File: src/figi_pkg.sv
`timescale 1ns / 1ps
// ----------------------------------------------------------------------------
// figi_pkg
// Shared types, constants and character helpers for the FIGI check digit
// validator.
// ----------------------------------------------------------------------------
package figi_pkg;

   localparam logic [3:0] FIGI_LEN  = 4'd12;
   localparam logic [3:0] CHECK_POS = 4'd11;
   localparam logic [3:0] POS_G     = 4'd2;

   localparam logic [7:0] CHAR_0 = 8'h30;
   localparam logic [7:0] CHAR_9 = 8'h39;
   localparam logic [7:0] CHAR_A = 8'h41;
   localparam logic [7:0] CHAR_B = 8'h42;
   localparam logic [7:0] CHAR_E = 8'h45;
   localparam logic [7:0] CHAR_G = 8'h47;
   localparam logic [7:0] CHAR_I = 8'h49;
   localparam logic [7:0] CHAR_O = 8'h4F;
   localparam logic [7:0] CHAR_U = 8'h55;
   localparam logic [7:0] CHAR_Z = 8'h5A;

   localparam logic [5:0] LETTER_BASE = 6'd10;

   typedef struct packed {
      logic       ok;
      logic [5:0] val;   // 0..35
   } char_map_type;

   // digit or allowed consonant to its value
   function automatic char_map_type map_char(input logic [7:0] c);
      char_map_type m;
      m.ok  = 1'b0;
      m.val = 6'd0;
      if (c >= CHAR_0 && c <= CHAR_9) begin
         m.ok  = 1'b1;
         m.val = 6'(c - CHAR_0);
      end else if (c >= CHAR_B && c <= CHAR_Z && c != CHAR_E && c != CHAR_I &&
                   c != CHAR_O && c != CHAR_U) begin
         m.ok  = 1'b1;
         m.val = LETTER_BASE + 6'(c - CHAR_A);
      end
      return m;
   endfunction

   // tens plus units of a value up to 70
   function automatic logic [3:0] digit_sum(input logic [6:0] v);
      logic [2:0] tens;
      logic [6:0] units;
      if (v >= 7'd70)      tens = 3'd7;
      else if (v >= 7'd60) tens = 3'd6;
      else if (v >= 7'd50) tens = 3'd5;
      else if (v >= 7'd40) tens = 3'd4;
      else if (v >= 7'd30) tens = 3'd3;
      else if (v >= 7'd20) tens = 3'd2;
      else if (v >= 7'd10) tens = 3'd1;
      else                 tens = 3'd0;
      units = v - 7'(tens) * 7'd10;
      return 4'(tens) + units[3:0];
   endfunction

   // reduce a value up to 29 modulo 10
   function automatic logic [3:0] mod_ten(input logic [4:0] s);
      logic [4:0] r;
      if (s >= 5'd20)      r = s - 5'd20;
      else if (s >= 5'd10) r = s - 5'd10;
      else                 r = s;
      return r[3:0];
   endfunction

endpackage

File: src/figi_check_digit_validator_top.sv
`timescale 1ns / 1ps
// ----------------------------------------------------------------------------
// figi_check_digit_validator_top
// Streams a candidate FIGI one byte per transfer and reports on the last
// byte whether the prefix, character set, length and check digit are valid.
// ----------------------------------------------------------------------------
//   channel | direction | payload                   | handshake
//   req     | in        | req_ch[7:0], req_is_last  | req_valid / req_ready
//   rsp     | out       | rsp_valid_res             | rsp_valid / rsp_ready
//
// One byte per cycle while req_ready is high: map, double, digit sum and
// mod-10 add are combinational and settle into the state registers; the verdict
// lands in the output register on the cycle after the last byte.
// Reset clears position, sum, failure flag and the output valid.
// req_ready drops only while a verdict waits in the output register and
// rsp_ready is low.
// ----------------------------------------------------------------------------
module figi_check_digit_validator_top (
   input  logic       clock,
   input  logic       reset,
   input  logic       req_valid,
   output logic       req_ready,
   input  logic [7:0] req_ch,
   input  logic       req_is_last,
   output logic       rsp_valid,
   input  logic       rsp_ready,
   output logic       rsp_valid_res
);

   logic [3:0] position_ff, position_in;
   logic [3:0] sum_ff, sum_in;
   logic       failed_ff, failed_in;
   logic       rsp_valid_ff, rsp_valid_in;
   logic       rsp_res_ff, rsp_res_in;

   logic                  req_xfer;
   figi_pkg::char_map_type cmap;
   logic                  prefix_ok;
   logic [6:0]            weighted;
   logic [3:0]            contrib;
   logic [3:0]            next_pos;
   logic [3:0]            next_sum;
   logic                  next_failed;
   logic                  verdict;

   assign req_ready = !rsp_valid_ff || rsp_ready;
   assign req_xfer  = req_valid && req_ready;

   always_comb begin
      cmap = figi_pkg::map_char(req_ch);
      if (position_ff == 4'd0 || position_ff == 4'd1) prefix_ok = (req_ch == figi_pkg::CHAR_B);
      else if (position_ff == figi_pkg::POS_G)        prefix_ok = (req_ch == figi_pkg::CHAR_G);
      else                                            prefix_ok = 1'b1;

      // odd positions are doubled
      weighted = position_ff[0] ? {cmap.val, 1'b0} : {1'b0, cmap.val};
      contrib  = figi_pkg::digit_sum(weighted);

      next_sum    = sum_ff;
      next_failed = failed_ff;
      if (position_ff < figi_pkg::CHECK_POS) begin
         if (!prefix_ok || !cmap.ok) next_failed = 1'b1;
         else next_sum = figi_pkg::mod_ten(5'(sum_ff) + 5'(contrib));
      end else if (position_ff == figi_pkg::CHECK_POS) begin
         if (req_ch >= figi_pkg::CHAR_0 && req_ch <= figi_pkg::CHAR_9)
            next_sum = figi_pkg::mod_ten(5'(sum_ff) + 5'(req_ch[3:0]));
         else
            next_failed = 1'b1;
      end

      next_pos = (position_ff < figi_pkg::FIGI_LEN) ? position_ff + 4'd1 : position_ff;
      verdict  = (next_pos >= figi_pkg::FIGI_LEN) && !next_failed && (next_sum == 4'd0);
   end

   always_comb begin
      position_in  = position_ff;
      sum_in       = sum_ff;
      failed_in    = failed_ff;
      rsp_valid_in = rsp_valid_ff && !rsp_ready;
      rsp_res_in   = rsp_res_ff;
      if (req_xfer) begin
         if (req_is_last) begin
            position_in  = 4'd0;
            sum_in       = 4'd0;
            failed_in    = 1'b0;
            rsp_valid_in = 1'b1;
            rsp_res_in   = verdict;
         end else begin
            position_in = next_pos;
            sum_in      = next_sum;
            failed_in   = next_failed;
         end
      end
   end

   always_ff @(posedge clock) begin
      if (reset) begin
         position_ff  <= 4'd0;
         sum_ff       <= 4'd0;
         failed_ff    <= 1'b0;
         rsp_valid_ff <= 1'b0;
      end else begin
         position_ff  <= position_in;
         sum_ff       <= sum_in;
         failed_ff    <= failed_in;
         rsp_valid_ff <= rsp_valid_in;
      end
   end

   always_ff @(posedge clock) begin
      rsp_res_ff <= rsp_res_in;
   end

   assign rsp_valid     = rsp_valid_ff;
   assign rsp_valid_res = rsp_res_ff;

   a_sum_range: assert property (@(posedge clock) disable iff (reset)
      sum_ff <= 4'd9)
      else $error("running sum left 0..9");

   a_pos_range: assert property (@(posedge clock) disable iff (reset)
      position_ff <= figi_pkg::FIGI_LEN)
      else $error("position beyond saturation");

   a_last_gives_rsp: assert property (@(posedge clock) disable iff (reset)
      req_xfer && req_is_last |=> rsp_valid)
      else $error("last byte produced no verdict");

   a_last_clears: assert property (@(posedge clock) disable iff (reset)
      req_xfer && req_is_last |=> position_ff == 4'd0 && sum_ff == 4'd0 && !failed_ff)
      else $error("state not cleared after last byte");

   a_ready_when_empty: assert property (@(posedge clock) disable iff (reset)
      !rsp_valid_ff |-> req_ready)
      else $error("input stalled with empty output register");

endmodule

File: config.mk
export PLATFORM = sky130hd
export DESIGN_NAME = figi_check_digit_validator_top
export DESIGN_NICKNAME = d
export VERILOG_FILES = /design/src/figi_pkg.sv /design/src/figi_check_digit_validator_top.sv
export SDC_FILE = /design/constraint.sdc
export NUM_CORES = 1
export LEC_CHECK = 0
export BUFFER_PORTS_ARGS = -buffer_cell sky130_fd_sc_hd__buf_2
export CORE_ASPECT_RATIO = 0.9
export CORE_MARGIN = 8
export CORE_UTILIZATION = 55
export DETAILED_ROUTE_END_ITERATION = 10
export HOLD_SLACK_MARGIN = 0.1
export PLACE_DENSITY_LB_ADDON = 0.2
export RECOVER_POWER = 50
export SETUP_SLACK_MARGIN = 0.5
export SLEW_MARGIN = 20
export SYNTH_ARGS = -nofsm -noshare
export SYNTH_HDL_FRONTEND = slang
export SYNTH_SLANG_ARGS = --single-unit
File: constraint.sdc
create_clock -name clock -period 16.8 [get_ports clock]
set_input_delay 3.36 -clock clock [delete_from_list [all_inputs] [get_ports clock]]
set_output_delay 3.36 -clock clock [all_outputs]
set_load 0.01 [all_outputs]
# Word level (Yosys, flattened, before mapping)

Index checks and enable logic that the tools add are counted.

Bits in registers: 11
Bits of input ports: 13
Output and inout bits: 3

Add/sub/neg operators: 12
Multipliers: 1
$lt $le $gt $ge: 18
Eq/ne operators: 9
Multiplexer cells: 30
Reduce and logical (&&, ||, !) cells: 21

Operators with widths:

| operator                                                                          | number |
|---|---|
| 4-bit 2-to-1 mux                                                                  | 11 |
| 8-bit by 7-bit inequality test with 1-bit output (second input constant)          | 4 |
| 7-bit by 6-bit >= comparator with 1-bit output (second input constant)            | 3 |
| 7-bit 2-to-1 mux                                                                  | 3 |
| 8-bit by 7-bit == test with 1-bit output (second input constant)                  | 2 |
| 7-bit by 5-bit >= comparator with 1-bit output (second input constant)            | 2 |
| 3-bit 2-to-1 mux                                                                  | 4 |
| 4-bit by 4-bit adder with 5-bit output                                            | 2 |
| 5-bit by 4-bit >= comparator with 1-bit output (second input constant)            | 2 |
| 5-bit >= comparator (second input constant)                                       | 2 |
| 1-bit logical AND                                                                 | 10 |
| 1-bit 2-to-1 mux                                                                  | 10 |
| 8-bit by 6-bit >= comparator with 1-bit output (second input constant)            | 1 |
| 8-bit by 7-bit >= comparator with 1-bit output (second input constant)            | 1 |
| 8-bit by 6-bit less-or-equal comparator with 1-bit output (second input constant) | 1 |
| 8-bit by 7-bit less-or-equal comparator with 1-bit output (second input constant) | 1 |
| 4-bit logical NOT                                                                 | 2 |
| 4-bit < comparator (second input constant)                                        | 2 |
| 4-bit by 3-bit subtractor with 4-bit output (second input constant)               | 2 |
| 4-bit subtractor (second input constant)                                          | 2 |
| 7-bit by 4-bit >= comparator with 1-bit output (second input constant)            | 1 |
| 7-bit >= comparator (second input constant)                                       | 1 |
| 4-bit by 6-bit adder with 6-bit output (first input constant)                     | 1 |
| 6-bit by 1-bit subtractor with 6-bit output (second input constant)               | 1 |
| other kinds (13)                                                                  | 20 |

# Logic depth before layout (Yosys ltp)

Word-level depth: 28
Depth in mapped cells: 31
Mapped depth without buffers: 28

# Worst setup path after synthesis

OpenSTA, ideal clock, no wires.

Kind: input-to-reg
From: in req_ch[1]
To: reg rsp_res_ff (netlist: rsp_valid_res), data pin
Library setup time: 0.176 ns
Arrival: 8.648 ns
Required time: 16.624 ns
Slack: 7.976 ns
Cell stages on the path: 28
Path through: buf_6 -> inv_1 -> ha_1 -> or3b_1 -> a32oi_2 -> or2_1 -> buf_6 -> mux2i_2 -> nand2_1 -> a2111oi_2 -> a31oi_1 -> a32o_1 -> fa_1 -> inv_1 -> ha_1 -> a21oi_1 -> xnor2_1 -> xnor2_1 -> xnor2_1 -> ha_1 -> xor2_1 -> ha_1 -> a31oi_1 -> a21oi_1 -> o22ai_1 -> a22oi_1 -> o221ai_1 -> nor4_1

Longest elaborated chain between the ends: 28
Elaborated cells between the ends (all ways): 70
Those cells by class: add/sub: 11; mul: 1; order compare: 15; eq/ne: 6; mux: 24; reduce/logical: 13

Ends and longest elaborated chain:

| element                                                                                                 | RTL line                              | source |
|---|---|---|
| start, declared                                                                                         | figi_check_digit_validator_top.sv:23  | `input logic [7:0] req_ch,` |
| parallel branches: the longest is 27 deep, another holds 7-bit by 4-bit >= comparator with 1-bit output | n/a                                   |  |
| 1-bit logical AND (*)                                                                                   | figi_check_digit_validator_top.sv:72  | `verdict = (next_pos >= figi_pkg::FIGI_LEN) && !next_failed && (next_sum == 4'd0);` |
| via verdict                                                                                             | figi_check_digit_validator_top.sv:44  | `logic verdict;` |
| end signal, assigned                                                                                    | figi_check_digit_validator_top.sv:111 | `rsp_res_ff <= rsp_res_in;` |
| end, declared                                                                                           | figi_check_digit_validator_top.sv:34  | `logic rsp_res_ff, rsp_res_in;` |

Mark *: on every way through the listed nets, which the timed path passes.
A chain may end at the register's enable or synchronous reset.

# Worst setup path in the final report

Ends and elaborated chain as after synthesis.

==> out/results.tsv <==
metric	value	unit
status	complete, no violations	
synth_top_family_by_area	compound AO/OA/AOI/OAI gates	
cts_tree	done	
crit_required	16.85	ns
fin_skew	0.00247	ns
fillers	378	
place_area	0.00228	mm^2
port_buffers	15	
fin_crit	9.88	ns
yosys.area.top_type	ha_1	
worst-r2r-cell-count	21	
rsz0062_at_grt	false	
setup_viol	0	
layout_commonest_cell	ha_1	
ys_warn_count	0	
drive_gt1_share	11.3	%
arrival	9.94	ns
synth-xor-area-share	5.90	%
first_iter_violations	202	
holdWs	0.517	ns
synthMuxAreaShare	3.54	%
areaGrowthSynthToFinish	4.16	%
critPathBufInv	3	
crit_top_cell	ha_1	
crit_start	req_ch[1]	
drt-total-wl	5080	um
critPathLaunchType	input port	
synth_top_area_share	16.3	%
synth-simple-area-share	21.6	%
std_cell_rows	22	
start_util	55.8	%
grt_pass1_vias	1936	
endpoint_kind	flip-flop	
setup_tns	0	ns
wl_per_cell	14.5	um
antenna-diode-count	0	
fmax	101	MHz
dpl.hpwl	4020	um
hold_buffers	0	
fp.dieArea	0.00634	mm^2
nets	349	
cts-root-buf	clkbuf_8	
ys_seq_area_share	10.3	%
postSynthAreaPerCell	7.55	um^2
synth-seq-cells	11	
overflow	0	
ant_nets	0	
synth_flop_cell	dfxtp_1	
grt_first_pass_wirelength	8750	um
path_max_fanout	13	
cts_max_path_buffers	2	
netlist_area	0.00223	mm^2
netlist_top_cells_area	ha_1 (16%), dfxtp_1 (9.0%), a21oi_1 (5.6%)	
cts.sinks	11	
design_area	0.00232	mm^2
fin_cells	350	
path_depth	26	
clock_insertion_delay_worst_skew	0.23	ns
layout_common_cells	ha_1 (29), inv_1 (26), nand2_1 (25), a21oi_1 (25), nor2_1 (21)	
synth_edf_count	1	
antenna_found_initial	0	
drc_errors	0	
gp_congestion	0.848	
tightestPinTransition	0.833	ns
cp_top_family	compound AO/OA/AOI/OAI gates	
clkTransAtPathRegs	0.05	ns
synth.net_count	341	
core_area	0.00399	mm^2
cap_viol_max_count	0	
async_flop_share	0	%
cts_resized	0	
num_io_pins	16	
crit_type	input port to flip-flop	
cts_max_level	1	
r2r_end	rsp_valid_res	
p_per_area	57.1	mW/mm^2
grt_use_total	15.4	%
cpMaxStageDelayCell	mux2i_1	
r2r-start	position_ff[0]	
synth_fa_ha_area_share	20.3	%
synth_compound_area_share	29.5	%
max_slew_margin	42.9	%
grt_max_degree	22	
via_count	2103	
rrSetupSlack	11.32	ns
post_cts_buffers	0	
hold_path_class	flip-flop to flip-flop	
slew_viol_final	0	
first_pass_iters	4	
finalCritPeriodShare	58.8	%
leakagePower	1.02	nW
post_synth_inst_count	295	
peakVddDrop	0.0000828	V
vias_per_cell	6.01	
worst_path_largest_cell_delay	0.76	ns
dp.cells	346	
die_y	76.4	um
hold_viol_final	0	
die_width	83.1	um
numCtsBuffers	3	
cp-endpoint	rsp_valid_res	
synth_cell_type_count	65	
==> sequential cells by signal, indices dropped and copies added, names as in the netlist <==
register,flops
failed_ff,1
rsp_valid,1
position_ff,4
sum_ff,4
rsp_valid_res,1
==> worst reg2reg max path, delay by kind of cell (launching register included) <==
kind | cells | cell delay [ns]
buf+inv | 2 | 0.41
fa+ha+maj | 4 | 1.13
simple gates | 3 | 0.49
flops | 1 | 0.83
xor+xnor | 4 | 0.85
compound gates | 8 | 1.58
==> layout make-up <==
cell class | count | area [um^2] | area share [%]
well taps | 48 | 60.1 | 2.59
flip-flops and latches | 11 | 230 | 9.93
multi-input cells | 244 | 1800 | 77.7
inverters | 27 | 101 | 4.37
clock buffers | 4 | 45.0 | 1.94
repair buffers | 16 | 80.1 | 3.45
==> how the worst min path moves through the flow <==
stage	start	to	slack, ns	cells after the start
finish	failed_ff	failed_ff	0.52	1
global route	failed_ff	failed_ff	0.52	1
CTS	failed_ff	failed_ff	0.51	1
detailed placement	failed_ff	failed_ff	0.50	1
global placement	failed_ff	failed_ff	0.49	1
floorplan	failed_ff	failed_ff	0.44	1
==> synthesized netlist by cell type, types with 2 or more instances <==
cell type  count
a21o_1         5
a21oi_1       25
a22oi_1        5
a31oi_1        7
a32oi_1        2
and2_1         3
and3_1         4
buf_2          5
buf_6          5
clkbuf_1       2
dfxtp_1       10
fa_1           4
ha_1          29
inv_1         26
mux2i_1        5
nand2_1       25
nand2b_1       6
nand3_1        7
nand3b_1       2
nor2_1        21
nor2b_1        3
nor3_1         9
o2111ai_1      3
o21a_1         2
o21ai_0       14
o21ai_2        3
o221ai_1       4
o22a_1         2
o22ai_1        3
o31a_1         3
or2_2          2
or3_1          2
or3b_1         2
xnor2_1       12
xor2_1         3
==> stage by stage <==
stage | utilization [%] | total power, mW | setup slack, ns
finish | 58.1 | 0.132 | 6.92
global route | 58.1 | 0.145 | 6.30
CTS | 58.2 | 0.132 | 6.98
detailed placement | 57.0 | 0.105 | 6.80
global placement | 57.0 | 0.105 | 6.94
floorplan | - | 0.0923 | 7.98
==> report_power, final <==
part | total [mW] | switching [mW] | leakage (nW) | internal, mW
combinational | 0.0779 | 0.0455 | 0.908 | 0.0324
sequential | 0.0284 | 0.00125 | 0.0910 | 0.0272
clock | 0.0260 | 0.00941 | 0.0228 | 0.0166
==> logic make-up (layout without fill, tap and decap cells) <==
| group | count (synthesis) | in the layout |
|---|---|---|
| mux | 7 | 7 |
| fa+ha+maj | 34 | 34 |
| xor+xnor | 15 | 15 |
| simple gates | 94 | 94 |
| buf+inv | 40 | 47 |
| compound gates | 94 | 94 |
| flops | 11 | 11 |
==> layer usage <==
layer	wire length [um]	global-route usage, %	up-vias
met3	202	1.82	4
met4	25	3.16	0
met1	2650	22.5	958
met2	2200	23.3	55
li1	-	-	1086
met5	0	0	-
Power figures use the tool's default switching activity.
